**config.mk**
```make
export PLATFORM = sky130hd
export DESIGN_NAME = nppm_lane
export DESIGN_NICKNAME = d
export VERILOG_FILES = /design/src/hdl/nearest_palette_color_mapper_macros.svh /design/src/hdl/nppm_pkg.sv /design/src/hdl/nppm_lane.sv
export SDC_FILE = /design/constraint.sdc
export NUM_CORES = 1
export LEC_CHECK = 0
export BUFFER_PORTS_ARGS = -buffer_cell sky130_fd_sc_hd__buf_4
export CORE_ASPECT_RATIO = 0.75
export CORE_MARGIN = 3
export CORE_UTILIZATION = 60
export DETAILED_ROUTE_END_ITERATION = 8
export PLACE_DENSITY = 0.8
export SKIP_CTS_REPAIR_TIMING = 1
export SYNTH_ARGS = -nofsm -noshare
export SYNTH_HDL_FRONTEND = slang
export SYNTH_SLANG_ARGS = --single-unit
```
**constraint.sdc**
```tcl
create_clock -name i_clk -period 9.1 [get_ports i_clk]
set_input_delay 1.365 -clock i_clk [delete_from_list [all_inputs] [get_ports i_clk]]
set_output_delay 1.365 -clock i_clk [all_outputs]
set_load 0.1 [all_outputs]
```
**src/hdl/nearest_palette_color_mapper_macros.svh**
```systemverilog
// assertion helpers for the palette mapper
// NPPM_ASSERT_SAME: cond holds in the same cycle as trig
// NPPM_ASSERT_NEXT: cond holds in the cycle after trig
`ifndef NEAREST_PALETTE_COLOR_MAPPER_MACROS_SVH
`define NEAREST_PALETTE_COLOR_MAPPER_MACROS_SVH

`ifndef SYNTH

`define NPPM_ASSERT_SAME(lbl, clk, rst_n, trig, cond) \
    lbl: assert property (@(posedge clk) disable iff (!(rst_n)) (trig) |-> (cond)) \
        else $error("nppm check failed");

`define NPPM_ASSERT_NEXT(lbl, clk, rst_n, trig, cond) \
    lbl: assert property (@(posedge clk) disable iff (!(rst_n)) (trig) |=> (cond)) \
        else $error("nppm check failed");

`else

`define NPPM_ASSERT_SAME(lbl, clk, rst_n, trig, cond)

`define NPPM_ASSERT_NEXT(lbl, clk, rst_n, trig, cond)

`endif

`endif

```
**src/hdl/nppm_pkg.sv**
```systemverilog
`default_nettype none

package nppm_pkg;

    // channel and distance widths
    localparam int CH_W      = 8;
    localparam int SQ_W      = 2 * CH_W;
    localparam int DIST_W    = SQ_W + 2;
    localparam int SLOT_W    = 4;
    localparam int IDX_OUT_W = 4;
    localparam int SIZE_W    = 5;
    localparam int TDATA_W   = 32;
    localparam int APB_W     = 32;
    localparam int PADDR_W   = 3;

    // beat kinds carried on tuser
    localparam logic FUNC_WRITE = 1'b0;
    localparam logic FUNC_MAP   = 1'b1;

    // register word index (paddr[2])
    localparam logic REG_PALETTE_SIZE = 1'b0;

    typedef struct packed {
        logic [CH_W-1:0] b;
        logic [CH_W-1:0] g;
        logic [CH_W-1:0] r;
    } t_rgb;

endpackage

`default_nettype wire

```
**src/hdl/nppm_lane.sv**
```systemverilog
`default_nettype none

// one palette entry: squared channel differences, then their sum
module nppm_lane (
    input  wire logic         i_clk,
    input  wire logic         i_en,
    input  wire nppm_pkg::t_rgb i_pix,
    input  wire nppm_pkg::t_rgb i_ent,
    input  wire logic         i_act,
    output logic [nppm_pkg::DIST_W-1:0] o_dist,
    output nppm_pkg::t_rgb    o_ent,
    output logic              o_act
);
    import nppm_pkg::*;

    logic [CH_W-1:0] w_dr, w_dg, w_db;
    logic [SQ_W-1:0] r_sq_r, r_sq_g, r_sq_b;
    t_rgb            r_ent2, r_ent3;
    logic            r_act2, r_act3;
    logic [DIST_W-1:0] r_dist;

    // absolute differences
    assign w_dr = (i_pix.r > i_ent.r) ? (i_pix.r - i_ent.r) : (i_ent.r - i_pix.r);
    assign w_dg = (i_pix.g > i_ent.g) ? (i_pix.g - i_ent.g) : (i_ent.g - i_pix.g);
    assign w_db = (i_pix.b > i_ent.b) ? (i_pix.b - i_ent.b) : (i_ent.b - i_pix.b);

    // stage 2: squares, entry snapshot
    always_ff @(posedge i_clk) begin
        if (i_en) begin
            r_sq_r <= SQ_W'(w_dr) * SQ_W'(w_dr);
            r_sq_g <= SQ_W'(w_dg) * SQ_W'(w_dg);
            r_sq_b <= SQ_W'(w_db) * SQ_W'(w_db);
            r_ent2 <= i_ent;
            r_act2 <= i_act;
        end
    end

    // stage 3: distance
    always_ff @(posedge i_clk) begin
        if (i_en) begin
            r_dist <= DIST_W'(r_sq_r) + DIST_W'(r_sq_g) + DIST_W'(r_sq_b);
            r_ent3 <= r_ent2;
            r_act3 <= r_act2;
        end
    end

    assign o_dist = r_dist;
    assign o_ent  = r_ent3;
    assign o_act  = r_act3;

endmodule

`default_nettype wire

```
**After elaboration in Yosys (flattened, before gate mapping)**

Index checks and enable logic that the tools add are counted.

- $add $sub $neg: 8
- Multiply operators: 3
- $lt $le $gt $ge: 3
- Multiplexer cells: 3

Operators by type and width:

| kind | number |
|---|---|
| multiplier 8 x 8 -> 16 bit | 3 |
| subtractor 8 bit | 6 |
| > comparator 8 bit | 3 |
| two-way mux 8 bit | 3 |
| adder 17 x 16 -> 18 bit | 1 |
| adder 16 x 16 -> 17 bit | 1 |

- Register bits: 116
- Input port bits: 51
- Word-level logic and storage cells: 29

**Longest topological paths before layout**

- Word-level depth: 3
- Gate-level depth with buffers: 27
- Gate-level depth less buffers: 26

**Worst setup path before layout**

Ideal clock, no wire load.

- Kind: input -> register
- From: in i_pix[0] (netlist name)
- To: reg r_sq_r[12] (data pin)
- Arrival: 6.885 ns
- Data required time: 8.828 ns
- Slack: 1.943 ns
- Stages on the path: 26
- Buffers on the path: 1
- Path through: inv_1 ha_1 inv_1 fa_1 a21o_1 a221oi_4 a21oi_4 mux2i_1 xnor2_1 buf_2 nor2_1 inv_1 fa_1 inv_1 fa_1 inv_1 fa_1 fa_1 inv_1 ha_1 inv_1 nor2_1 o31a_1 o22ai_1 and4b_1 or4b_1

- Longest elaborated chain between the ends: 3
- Elaborated cells on any way between the ends: 5
- Those cells by class: add/sub: 2; mul: 1; order compare: 1; mux: 1

RTL lines:

| what | line | source |
|---|---|---|
| start, declared | nppm_lane.sv:7 | `input wire nppm_pkg::t_rgb i_pix,` |
| subtractor 8 bit or > comparator 8 bit (tied branches) | nppm_lane.sv:23 | `assign w_dr = (i_pix.r > i_ent.r) ? (i_pix.r - i_ent.r) : (i_ent.r - i_pix.r);` |
| two-way mux 8 bit * | nppm_lane.sv:23 |  |
| multiplier 8 x 8 -> 16 bit * | nppm_lane.sv:30 | `r_sq_r <= SQ_W'(w_dr) * SQ_W'(w_dr);` |
| end signal, assigned | nppm_lane.sv:30 |  |
| end, declared | nppm_lane.sv:17 | `logic [SQ_W-1:0] r_sq_r, r_sq_g, r_sq_b;` |

Every way passes the cells marked *; elsewhere a longest branch is shown, timed or not.
A chain may end at the register's enable or synchronous reset.

**Worst setup path after layout**

Same ends and word-level chain as after synthesis.

==> results.sh <==
export IMPL_antenna_found_initial=0
export IMPL_synth_cell_types=66
export IMPL_start_util_pct=62.87
export IMPL_clockBufferDepth=2
export IMPL_ys_warn_count=0
export IMPL_vias_per_cell=5.405
export IMPL_boundaryPins=94
export IMPL_drc_errors=0
export IMPL_die_x_um=164.9
export IMPL_synth_seq_area_share_pct=29.86
export IMPL_cp_slowest_cell="xnor2_1"
export IMPL_min_period_ns=7.396
export IMPL_cts_max_level=4
export IMPL_cp_end_kind="flip-flop"
export IMPL_required_ns=9.27
export IMPL_syn_inst=1063
export IMPL_synth_common_cells="199 x inv_1, 149 x ha_1, 113 x edfxtp_1"
export IMPL_nets=1457
export IMPL_critPathKind="input port to flip-flop"
export IMPL_cts_sinks=113
export IMPL_grt_first_pass_wirelength_mm=36.09
export IMPL_place_area_um2=12270
export IMPL_drtIter0Drc=523
export IMPL_hp_class="flip-flop to flip-flop"
export IMPL_clk_pin_slew_worst_paths_ns=0.06
export IMPL_min_period_over_period_pct=81.28
export IMPL_cts_buffers=17
export IMPL_drtAntennaViolNets=0
export IMPL_grt_max_degree=81
export IMPL_syn_area_um2=11360
export IMPL_grt_usage_pct=21.83
export IMPL_crit_arrival_ns=7.56
export IMPL_min_to="o_ent[12]"
export IMPL_hold_viol_final=0
export IMPL_drt_wl_total_mm=21.19
export IMPL_synth_edf_count=113
export IMPL_setup_viol=0
export IMPL_hp_start="r_ent2[12]"
export IMPL_cp_start_kind="input port"
export IMPL_dieArea_um2=20650
export IMPL_clock_latency_ns=0.43
export IMPL_first_global_vias=7685
export IMPL_wl_per_cell_um=14.98
export IMPL_max_freq_mhz=135.2
export IMPL_rsz0062_at_grt="false"
export IMPL_reg2reg_slack_ns=5.72
export IMPL_status="completed"
export IMPL_grt_ovfl_total=0
export IMPL_tns_ns=0
export IMPL_post_dp_hpwl_mm=16.52
export IMPL_synth_largest_area_cell="edfxtp_1"
export IMPL_cts_tree="built"
export IMPL_place_gp_congestion=0.9039
export IMPL_cp_cell_sequence="buf_4 > inv_1 > ha_1 > inv_1 > fa_1 > a21o_1 > a221oi_4 > a21oi_4 > mux2i_1 > xnor2_1 > nor2_1 > fa_1 > fa_1 > inv_1 > fa_1 > fa_1 > inv_1 > ha_1 > inv_1 > nor2_1 > o31a_1 > o22ai_1 > nor4b_1 > or4b_1"
export IMPL_skew_ns=0.01250
export IMPL_die_h_um=125.2
export IMPL_async_reset_ff_share_pct=0
export IMPL_drive_gt1_share_pct=15.19
export IMPL_stdcell_area_um2=12870
export IMPL_drv_slew=0
export IMPL_critPathBufInv=6
export IMPL_route_vias_total=7643
export IMPL_cp_top_family="adder cells"
export IMPL_rows=42
export IMPL_r2r_start="r_sq_r[3]"
export IMPL_synth_area_leaders="edfxtp_1 30%, fa_1 17%, ha_1 16%"
export IMPL_ys_flop_type="edfxtp_1"
export IMPL_diodes=0
export IMPL_syn_to_final_growth_pct=13.27
export IMPL_core_area_um2=18080
export IMPL_fill_cells=1288
export IMPL_tightestPinTransition_ns=1.003
export IMPL_critPathMaxStageDelay_ns=0.76
export IMPL_post_synth_top_area_fraction_pct=29.86
export IMPL_avgSynthCellArea_um2=10.69
export IMPL_maxCapViolations=0
export IMPL_portBuffers=93
export IMPL_reg2regPathDepth=9
export IMPL_critPathMaxFanout=11
export IMPL_drt_first_pass_iters=5
export IMPL_slew_headroom_pct=33.15
export IMPL_crit_start="i_pix[0]"
export IMPL_yosysMostFrequentCell="inv_1"
export IMPL_cts_root_buf="clkbuf_16"
export IMPL_reg2reg_to="o_dist[16]"
export IMPL_ys_ff_latch=113
export IMPL_holdPathStages=0
logic make-up after synthesis:
group	synth area share, %
buf+inv	7.784
other cells	0.03300
xor+xnor	6.980
mux	2.037
simple gates	9.391
compound gates	10.43
fa+ha+maj	33.49
flops	29.86
state kept, by name, summed over array words and instances (netlist names):
| register | cells |
|---|---|
| o_ent | 24 |
| r_act2 | 1 |
| r_sq_b | 15 |
| r_sq_r | 15 |
| r_sq_g | 15 |
| r_ent2 | 24 |
| o_act | 1 |
| o_dist | 18 |
cell usage in the layout, fill, tap and decap left out, types with 15 or more instances in the layout:
cell,Yosys,layout
a21o_1,32,32
a21oi_1,59,59
inv_1,199,199
edfxtp_1,113,113
nor2_1,96,96
clkbuf_16,0,17
fa_1,97,97
xor2_1,19,19
nand2_1,30,30
ha_1,149,149
xnor2_1,46,46
buf_4,5,96
mux2i_1,15,15
o21ai_0,21,21
final cells by class:
class,instances,area (um^2),area share (%)
multi-input cells,731,7094,55.11
flip-flops and latches,113,3393,26.36
inverters,201,754.5,5.861
repair buffers,96,720.7,5.599
clock buffers,17,425.4,3.305
well taps,242,302.8,2.352
clock inverters,14,181.4,1.409
how the worst max path moves through the flow:
stage,slack [ns],cells past startpoint,to
final,1.70,24,r_sq_r[12]
after global routing,1.29,26,r_sq_r[12]
after CTS,1.78,24,r_sq_r[12]
after detailed placement,1.36,24,r_sq_r[12]
after global placement,1.54,24,r_sq_r[12]
after floorplan,1.94,26,r_sq_r[12]
through the flow:
stage	setup WS, ns	std cells	hold WS (ns)	utilization (%)
3_3_place_gp	1.540	1383	0.4010	67.85
2_1_floorplan	1.943	1065	0.4003	-
6_report	1.704	1414	0.4117	71.21
5_1_grt	1.287	1414	0.4207	71.21
4_1_cts	1.777	1414	0.4171	71.21
3_5_place_dp	1.359	1383	0.4045	67.85
per-layer routing:
metal	global-route usage (%)	part of all wire [%]
met5	0	0
met4	6.016	1.6
met3	5.390	6.9
met2	33.28	46
met1	31.35	45
Power is not shown: default switching activity piles up to over one toggle a cycle in this logic, so the estimate is an artifact.
