### config.mk
export PLATFORM = sky130hd
export DESIGN_NAME = nppm_min_tree
export DESIGN_NICKNAME = d
export VERILOG_FILES = /design/src/hdl/nearest_palette_color_mapper_macros.svh /design/src/hdl/nppm_pkg.sv /design/src/hdl/nppm_min_tree.sv
export SDC_FILE = /design/constraint.sdc
export NUM_CORES = 1
export LEC_CHECK = 0
export BUFFER_PORTS_ARGS = -buffer_cell sky130_fd_sc_hd__buf_2
export CAP_MARGIN = 10
export CORE_UTILIZATION = 30
export DETAILED_ROUTE_END_ITERATION = 10
export GPL_TIMING_DRIVEN = 1
export SLEW_MARGIN = 25
export SYNTH_ARGS = -nofsm -noshare
export SYNTH_HDL_FRONTEND = slang
export SYNTH_SLANG_ARGS = --single-unit
### constraint.sdc
create_clock -name i_clk -period 6.7 [get_ports i_clk]
set_clock_uncertainty 0.05 [all_clocks]
set_input_delay 1.34 -clock i_clk [delete_from_list [all_inputs] [get_ports i_clk]]
set_output_delay 1.34 -clock i_clk [all_outputs]
set_load 0.1 [all_outputs]
### src/hdl/nearest_palette_color_mapper_macros.svh
// assertion helpers for the palette mapper
// NPPM_ASSERT_SAME: cond holds in the same cycle as trig
// NPPM_ASSERT_NEXT: cond holds in the cycle after trig
`ifndef NEAREST_PALETTE_COLOR_MAPPER_MACROS_SVH
`define NEAREST_PALETTE_COLOR_MAPPER_MACROS_SVH

`ifndef SYNTH

`define NPPM_ASSERT_SAME(lbl, clk, rst_n, trig, cond) \
    lbl: assert property (@(posedge clk) disable iff (!(rst_n)) (trig) |-> (cond)) \
        else $error("nppm check failed");

`define NPPM_ASSERT_NEXT(lbl, clk, rst_n, trig, cond) \
    lbl: assert property (@(posedge clk) disable iff (!(rst_n)) (trig) |=> (cond)) \
        else $error("nppm check failed");

`else

`define NPPM_ASSERT_SAME(lbl, clk, rst_n, trig, cond)

`define NPPM_ASSERT_NEXT(lbl, clk, rst_n, trig, cond)

`endif

`endif

### src/hdl/nppm_pkg.sv
`default_nettype none

package nppm_pkg;

    // channel and distance widths
    localparam int CH_W      = 8;
    localparam int SQ_W      = 2 * CH_W;
    localparam int DIST_W    = SQ_W + 2;
    localparam int SLOT_W    = 4;
    localparam int IDX_OUT_W = 4;
    localparam int SIZE_W    = 5;
    localparam int TDATA_W   = 32;
    localparam int APB_W     = 32;
    localparam int PADDR_W   = 3;

    // beat kinds carried on tuser
    localparam logic FUNC_WRITE = 1'b0;
    localparam logic FUNC_MAP   = 1'b1;

    // register word index (paddr[2])
    localparam logic REG_PALETTE_SIZE = 1'b0;

    typedef struct packed {
        logic [CH_W-1:0] b;
        logic [CH_W-1:0] g;
        logic [CH_W-1:0] r;
    } t_rgb;

endpackage

`default_nettype wire

### src/hdl/nppm_min_tree.sv
`default_nettype none

// registered minimum tree, lower index wins on equal distance
module nppm_min_tree #(
    parameter int DEPTH = 16
) (
    input  wire logic       i_clk,
    input  wire logic       i_en,
    input  wire logic [nppm_pkg::DIST_W-1:0] i_dist [DEPTH],
    input  wire nppm_pkg::t_rgb i_ent [DEPTH],
    input  wire logic       i_act  [DEPTH],
    output logic            o_found,
    output logic [((DEPTH > 1) ? $clog2(DEPTH) : 1)-1:0] o_idx,
    output nppm_pkg::t_rgb  o_rgb
);
    import nppm_pkg::*;

    localparam int IDX_W = (DEPTH > 1) ? $clog2(DEPTH) : 1;
    localparam int LVLS  = $clog2(DEPTH);
    localparam int LEAFS = 1 << LVLS;
    localparam int NODES = 2 * LEAFS - 1;

    typedef struct packed {
        logic              vld;
        logic [DIST_W-1:0] sq_dist;
        logic [IDX_W-1:0]  idx;
        t_rgb              rgb;
    } t_cand;

    function automatic t_cand pick(input t_cand a, input t_cand b);
        t_cand res;
        res = (b.vld && (!a.vld || (b.sq_dist < a.sq_dist))) ? b : a;
        return res;
    endfunction

    t_cand w_node [NODES];

    // leaves, padding leaves never win
    for (genvar j = 0; j < LEAFS; j++) begin : g_leaf
        if (j < DEPTH) begin : g_real
            assign w_node[LEAFS-1+j] = '{vld: i_act[j], sq_dist: i_dist[j],
                                         idx: IDX_W'(j), rgb: i_ent[j]};
        end else begin : g_pad
            assign w_node[LEAFS-1+j] = '0;
        end
    end

    // one register level per tree level
    if (LVLS > 0) begin : g_tree
        t_cand r_node [LEAFS-1];
        for (genvar k = 0; k < LEAFS - 1; k++) begin : g_node
            always_ff @(posedge i_clk) begin
                if (i_en) begin
                    r_node[k] <= pick(w_node[2*k+1], w_node[2*k+2]);
                end
            end
            assign w_node[k] = r_node[k];
        end
    end

    assign o_found = w_node[0].vld;
    assign o_idx   = w_node[0].idx;
    assign o_rgb   = w_node[0].rgb;

endmodule

`default_nettype wire
# [Word-level counts from Yosys, hierarchy flattened]
# Memory sizes are Yosys's and may differ from the RTL's.
# Cells that the tools add are included.
[word_totals] ff_bits=0 ramBits=705 in_bits=690 output_inout_bits=29 word_cells=78 memories=1
[mem_list] name="g_tree.r_node" words=15 word_bits=47 read_ports=15 rd_clocked_by_memory_dff=0 wr=15 line_no="nppm_min_tree.sv:50" source="t_cand r_node [LEAFS-1];"
[classes] n_lt_le_gt_ge=15 muxes=17 n_reduce_logical=45
[op_table] operator="47-bit 2-to-1 mux" count=15
[op_table] operator="18-bit less-than comparator" count=15
[op_table] operator="1-bit logical AND" count=15
[op_table] operator="1-bit logical NOT" count=15
[op_table] operator="1-bit logical OR" count=15
[op_table] operator="1-bit 2-to-1 mux" count=2

# [Depth between registers and ports, before layout]
# Gate-level depths: netlist of run 1.
# An unclocked memory read counts as a cell.
[depth] ltp_word=5 mapped_depth=10 depth_no_buf=8

# [Worst setup path before layout of run 1]
# OpenSTA, ideal clock, no wires.
[synth_path] path_type="input port to flip-flop" from="input port i_dist[29] (netlist name)" to="memory g_tree.r_node[1][285] (netlist name) (data pin)" setup_ps=260 arrival_ps=3212 required_ps=6390 setup_slack_ps=3178 stages=10 path_buffers=2 path_cell_list="inv_1 ha_1 a21o_1 nand3_1 a21oi_1 a2111oi_0 o22a_1 clkbuf_1 buf_2 mux2_2"
[synth_rtl] element="start: declaration" line_no="nppm_min_tree.sv:9" source="input wire logic [nppm_pkg::DIST_W-1:0] i_dist [DEPTH],"
[synth_rtl] element="end: declaration" line_no="nppm_min_tree.sv:50"

==> results of run 1 <==
-- per-layer routing --
layer	vias up	routed length (um)	part of all wire	GRT usage
met5	-	141	0.0015	0
met4	18	2430	0.025	0.0563
met3	132	5020	0.052	0.0309
met2	576	48600	0.51	0.289
met1	10100	39800	0.41	0.201
li1	10100	-	-	-
-- power breakdown --
part | leakage (nW) | internal (W) | switching [W] | total [W]
Clock | 1.19 | 0.00232 | 0.00171 | 0.00403
Sequential | 6.39 | 0.00516 | 0.000208 | 0.00536
Combinational | 9.86 | 0.00105 | 0.00126 | 0.00231
Total | 17.4 | 0.00852 | 0.00318 | 0.0117
-- cell families (layout without fill, tap and decap cells) --
| logic type | count (synthesis) | count (layout) | share of synthesized area |
|---|---|---|---|
| DFF | 653 | 653 | 0.574 |
| muxes | 623 | 623 | 0.211 |
| buffers and inverters | 355 | 1142 | 0.0490 |
| adders and majority gates | 255 | 255 | 0.0934 |
| AOI/OAI and AO/OA | 226 | 226 | 0.0415 |
| and+or+nand+nor | 200 | 200 | 0.0315 |
| other | 0 | 12 | 0 |
-- how the worst max path moves through the flow --
stage,endpoint,slack (ps),cells after the start
2_1_floorplan,g_tree.r_node[1][285],3180,10
3_5_place_dp,g_tree.r_node[1][159],1980,9
5_1_grt,g_tree.r_node[1][236],2530,10
3_3_place_gp,g_tree.r_node[1][301],1160,9
4_1_cts,g_tree.r_node[1][163],2670,9
6_report,g_tree.r_node[1][57],2660,10
-- cell type report --
| cell class | count | area (um2) |
|---|---|---|
| sequential | 653 | 19600 |
| tap | 1500 | 1880 |
| inverter | 266 | 998 |
| clock inverter | 48 | 434 |
| fill | 10900 | 70900 |
| multi-input combinational | 1304 | 13000 |
| timing repair buffer | 741 | 3820 |
| clock buffer | 87 | 1960 |
| antenna | 12 | 30.0 |
-- worst max-delay path, cell delays in order --
cell and delay (ps):
buf_2 90, inv_1 40, ha_1 360, a21oi_1 150, o21ai_0 220, a22oi_1 260, a31oi_1 150, a41oi_4 810
buf_4 500, mux2_2 390
-- placed cells by master (no fill, tap or decap), drive strengths merged, types with 6 or more instances in the layout --
| cell | n |
|---|---|
| a21oi | 106 |
| nand2 | 57 |
| inv | 272 |
| a41oi | 7 |
| a21o | 18 |
| buf | 741 |
| nand4 | 9 |
| or2 | 14 |
| nand2b | 21 |
| clkbuf | 87 |
| and4 | 11 |
| diode | 12 |
| a211oi | 18 |
| nor3 | 8 |
| edfxtp | 653 |
| o211ai | 6 |
| o21ai | 48 |
| nor2b | 20 |
| nor2 | 17 |
| ha | 255 |
| nand3 | 23 |
| clkinv | 35 |
| mux2 | 623 |
-- per-stage QoR --
step / utilization / power [W] / area (um2)
floorplan: - / 0.00691 / 34200
global placement: 0.349 / 0.00778 / 39300
detailed placement: 0.349 / 0.00781 / 39300
CTS: 0.370 / 0.0119 / 41700
global route: 0.370 / 0.0123 / 41700
finish: 0.370 / 0.0117 / 41700
==> impl_metrics.ini, run 1 <==
[status]
status = complete, no violations

[logic_synthesis]
synth_ff_type = edfxtp_1
synthTopCellsByArea = edfxtp_1 (57%), mux2_2 (18%), ha_1 (9.3%)
synth_warnings = 0
synth_commonest_cells = edfxtp_1 (653), mux2_2 (531), inv_1 (266)
synth_edf_count = 653
synth_fp_nets = 3257
postSynthCellCount = 2312
synth_top_area_share = 0.574
yosysSeqAreaShare = 0.574
yosysMostFrequentCell = edfxtp_1
syn-cell-area_mm2 = 0.0342
async_flop_share = 0
synth_seq_cells = 653
syn_area_per_cell_um2 = 14.8
netlist.top_cell.by_area = edfxtp_1
yosysUniqueCellTypes = 49

[setup_path]
timing.rr.start = g_tree.r_node[1][125]
cp.arrival_ps = 4370
cp_max_fo = 22
required_ps = 7030
r2r_end = g_tree.r_node[0][188]
cp-start-kind = primary input
r2r_slack_ps = 3160
cp-end-kind = flip-flop
worstSetupPathType = in -> reg
reg2reg_depth = 8
cp-startpoint = i_dist[209]

[clocking]
clk_latency_ps = 630
cts-root-buf = clkbuf_16
htreeDepth = 3
cts_hold_buf = 0
cts_resized = 0
numCtsBuffers = 76
postCtsSetupBuffers = 0
cts.clk_slew.worst_paths_ps = 60
clk_path_buf_depth = 3
cts_sinks = 653
cts_tree = built

[timing]
finalSetupViolCount = 0
tightest_slew_ps = 1150
fmax_mhz = 248
post-route-period-util = 0.602
final.min_clock_period_ps = 4040
setup_ws_ps = 2660
grt_setup_unrepaired = false
slew_headroom = 0.231
final_max_slew_viol_count = 0
fin_hold_ws_ps = 472
finalHoldViolations = 0
setup-tns-final_ps = 0

[global_routing]
grt_usage = 0.165
grt_pass1_wl_mm = 139
grt_pass1_vias = 22200
grt_remaining_overflow = 0
grt_max_degree = 165
antenna_found_initial = 22

[cells_and_area]
drive_gt1_frac = 0.471
nNetsFinal = 3987
max_flop_register = g_tree.r_node
area_delta_synth_final_pct = 22.2
largest_reg_flops = 653
stdcell_count = 4611
top_regs = g_tree.r_node x653

[routing]
firstDrtPassIters = 5
drt-initial-drc-count = 1087
route.detailed.drc = 0
wirelength_mm = 95.9
post_drt_wl_per_cell_um = 20.8
via_count = 21000
viasPerCell = 4.55
ant_nets = 0

[placement]
dp.cells = 4464
io_buffers = 718
dp_slack_ps = 1980
gp_congestion = 0.817
dpl.hpwl_mm = 73.2

[floorplan]
ios = 719
coreArea_mm2 = 0.113
start_util = 0.303
rows = 123
die_h_um = 339
dieArea_mm2 = 0.115
die_x_um = 339

[worst_hold_path]
min_from = g_tree.r_node[0][146]
hold_path_class = reg -> reg
min_path_cells = 1
whs_endpoint = g_tree.r_node[0][52]

[power_and_ir_drop]
p_leak_nw = 17.4
powerDensity_mw_per_mm2 = 281
ir_worst_vdd_v = 0.000174

[flow_run]
drv_cap = 0
(Power assumes the default switching activity.)
==> inputs of run 2 (changes only) <==
==> constraint.sdc (replaced) <==
create_clock -name i_clk -period 4.13 [get_ports i_clk]
set_clock_uncertainty 0.05 [all_clocks]
set_input_delay 0.826 -clock i_clk [delete_from_list [all_inputs] [get_ports i_clk]]
set_output_delay 0.826 -clock i_clk [all_outputs]
set_load 0.1 [all_outputs]
==> run 2 against run 1 <==
Compared with the run above: worst setup slack worse by 1900 ps; die area stayed put; final cell count is 0.39% higher; global-route usage is 0.16 points higher; critical path depth is 2 lower; core utilization is 0.42 points higher; power is 67% higher; sequential power is 63% higher; highest routed layer unchanged.
==> impl_metrics.ini, run 2 (synthesis gave the netlist of run 1 again) <==
[clocking]
clk_path_buf_depth = 3
cts_hold_buf = 0
cts_sinks = 653
cts-root-buf = clkbuf_16
cts_tree = built
htreeDepth = 3
numCtsBuffers = 77
cts_resized = 0
clk_latency_ps = 640
cts.clk_slew.worst_paths_ps = 60
postCtsSetupBuffers = 0

[setup_path]
cp_slowest_cell = a211oi_4
required_ps = 4470
cp-end-kind = flip-flop
cp_max_fo = 30
r2r_end = g_tree.r_node[0][188]
worstSetupPathType = reg -> reg
cpPeakStageDelay_ps = 720
path_depth = 8
path_buf_inv = 1
r2r_slack_ps = 740
critical-path-top-delay-family = compound AO/OA/AOI/OAI gates
cp.arrival_ps = 3730
crit_chain = ha_1, a21o_1, a211oi_1, o21ai_0, and3_1, a211oi_4, buf_4, mux2_2
cp-start-kind = flip-flop
timing.rr.start = g_tree.r_node[1][125]
reg2reg_depth = 8

[status]
status = complete, no violations

[timing]
finalHoldViolations = 0
fmax_mhz = 295
fin_hold_ws_ps = 425
tightest_slew_ps = 948
grt_setup_unrepaired = false
final_max_slew_viol_count = 0
setup-tns-final_ps = 0
post-route-period-util = 0.822
slew_headroom = 0.359
final.min_clock_period_ps = 3390
finalSetupViolCount = 0

[cells_and_area]
drive_gt1_frac = 0.474
stdcell_count = 4629
area_delta_synth_final_pct = 23.5
multi_input_area_mm2 = 0.0130
final_common_cell = buf_2
layout_common_cells = buf_2 (717), edfxtp_1 (653), mux2_2 (531), inv_1 (266), ha_1 (255)
nFillCells = 10900
max_flop_register = g_tree.r_node
nNetsFinal = 4002
largest_reg_flops = 653
top_regs = g_tree.r_node x653
register_area_mm2 = 0.0196

[routing]
viasPerCell = 4.57
ant_nets = 0
route.detailed.drc = 0
wl_met1_mm = 41.1
post_drt_wl_per_cell_um = 21.0
drt-initial-drc-count = 1125
dr_wl_met2_mm = 48.3
met3_length_mm = 5.17
via_count = 21100
wirelength_mm = 97.0
firstDrtPassIters = 5
top_layer = met5

[placement]
dpl.hpwl_mm = 73.6
gp_congestion = 0.802
io_buffers = 718
dp.cells = 4478

[global_routing]
grt_usage = 0.166
antenna_found_initial = 29
grt_max_degree = 80
grt_pass1_vias = 22000
grt_pass1_wl_mm = 140
grt_remaining_overflow = 0

[floorplan]
coreArea_mm2 = 0.113
rows = 123
start_util = 0.303
die_x_um = 339
ios = 719
die_h_um = 339
dieArea_mm2 = 0.115

[worst_hold_path]
hold_path_class = in -> reg
min_from = i_act[7]
min_path_cells = 2
whs_endpoint = g_tree.r_node[1][187]

[flow_run]
drv_cap = 0

[power_and_ir_drop]
ir_worst_vdd_v = 0.000303
p_leak_nw = 17.6
powerDensity_mw_per_mm2 = 464
run 2: per-layer routing:
metal  global-route usage  vias to the layer above
met3               0.0352                      135
met5                    0                        -
met2                0.288                      594
li1                     -                    10100
met4               0.0487                       22
met1                0.207                    10200
run 2: area by class of cell:
type,count,area share
Antenna cell,10,0.000593
Inverter,266,0.0237
Tap cell,1500,0.0445
Clock buffer,88,0.0471
Sequential cell,653,0.465
Clock inverter,53,0.0152
Timing Repair Buffer,755,0.0967
Multi-Input combinational cell,1304,0.308
run 2: report_power, final:
group	leakage, nW	switching [W]	internal, W
clock network	1.28	0.00285	0.00424
registers	6.39	0.000362	0.00836
logic	9.98	0.00204	0.00174
total	17.6	0.00525	0.0143
run 2: how the worst max path moves through the flow:
stage                                from                    end  slack [ps]
CTS                 g_tree.r_node[1][125]  g_tree.r_node[0][188]         720
detailed placement            i_dist[111]  g_tree.r_node[1][159]         570
global route         g_tree.r_node[1][78]  g_tree.r_node[0][188]         550
finish              g_tree.r_node[1][125]  g_tree.r_node[0][188]         740
global placement              i_dist[129]  g_tree.r_node[1][155]         620
floorplan                      i_dist[29]  g_tree.r_node[1][285]        1120
run 2: through the flow:
stage / total power (W) / setup WS (ps) / instance area, um2 / util
finish: 0.0196 / 735 / 42200 / 0.375
global route: 0.0205 / 548 / 42200 / 0.375
CTS: 0.0199 / 722 / 42200 / 0.374
detailed placement: 0.0127 / 574 / 39600 / 0.351
global placement: 0.0127 / 625 / 39600 / 0.351
floorplan: 0.0112 / 1120 / 34200 / -
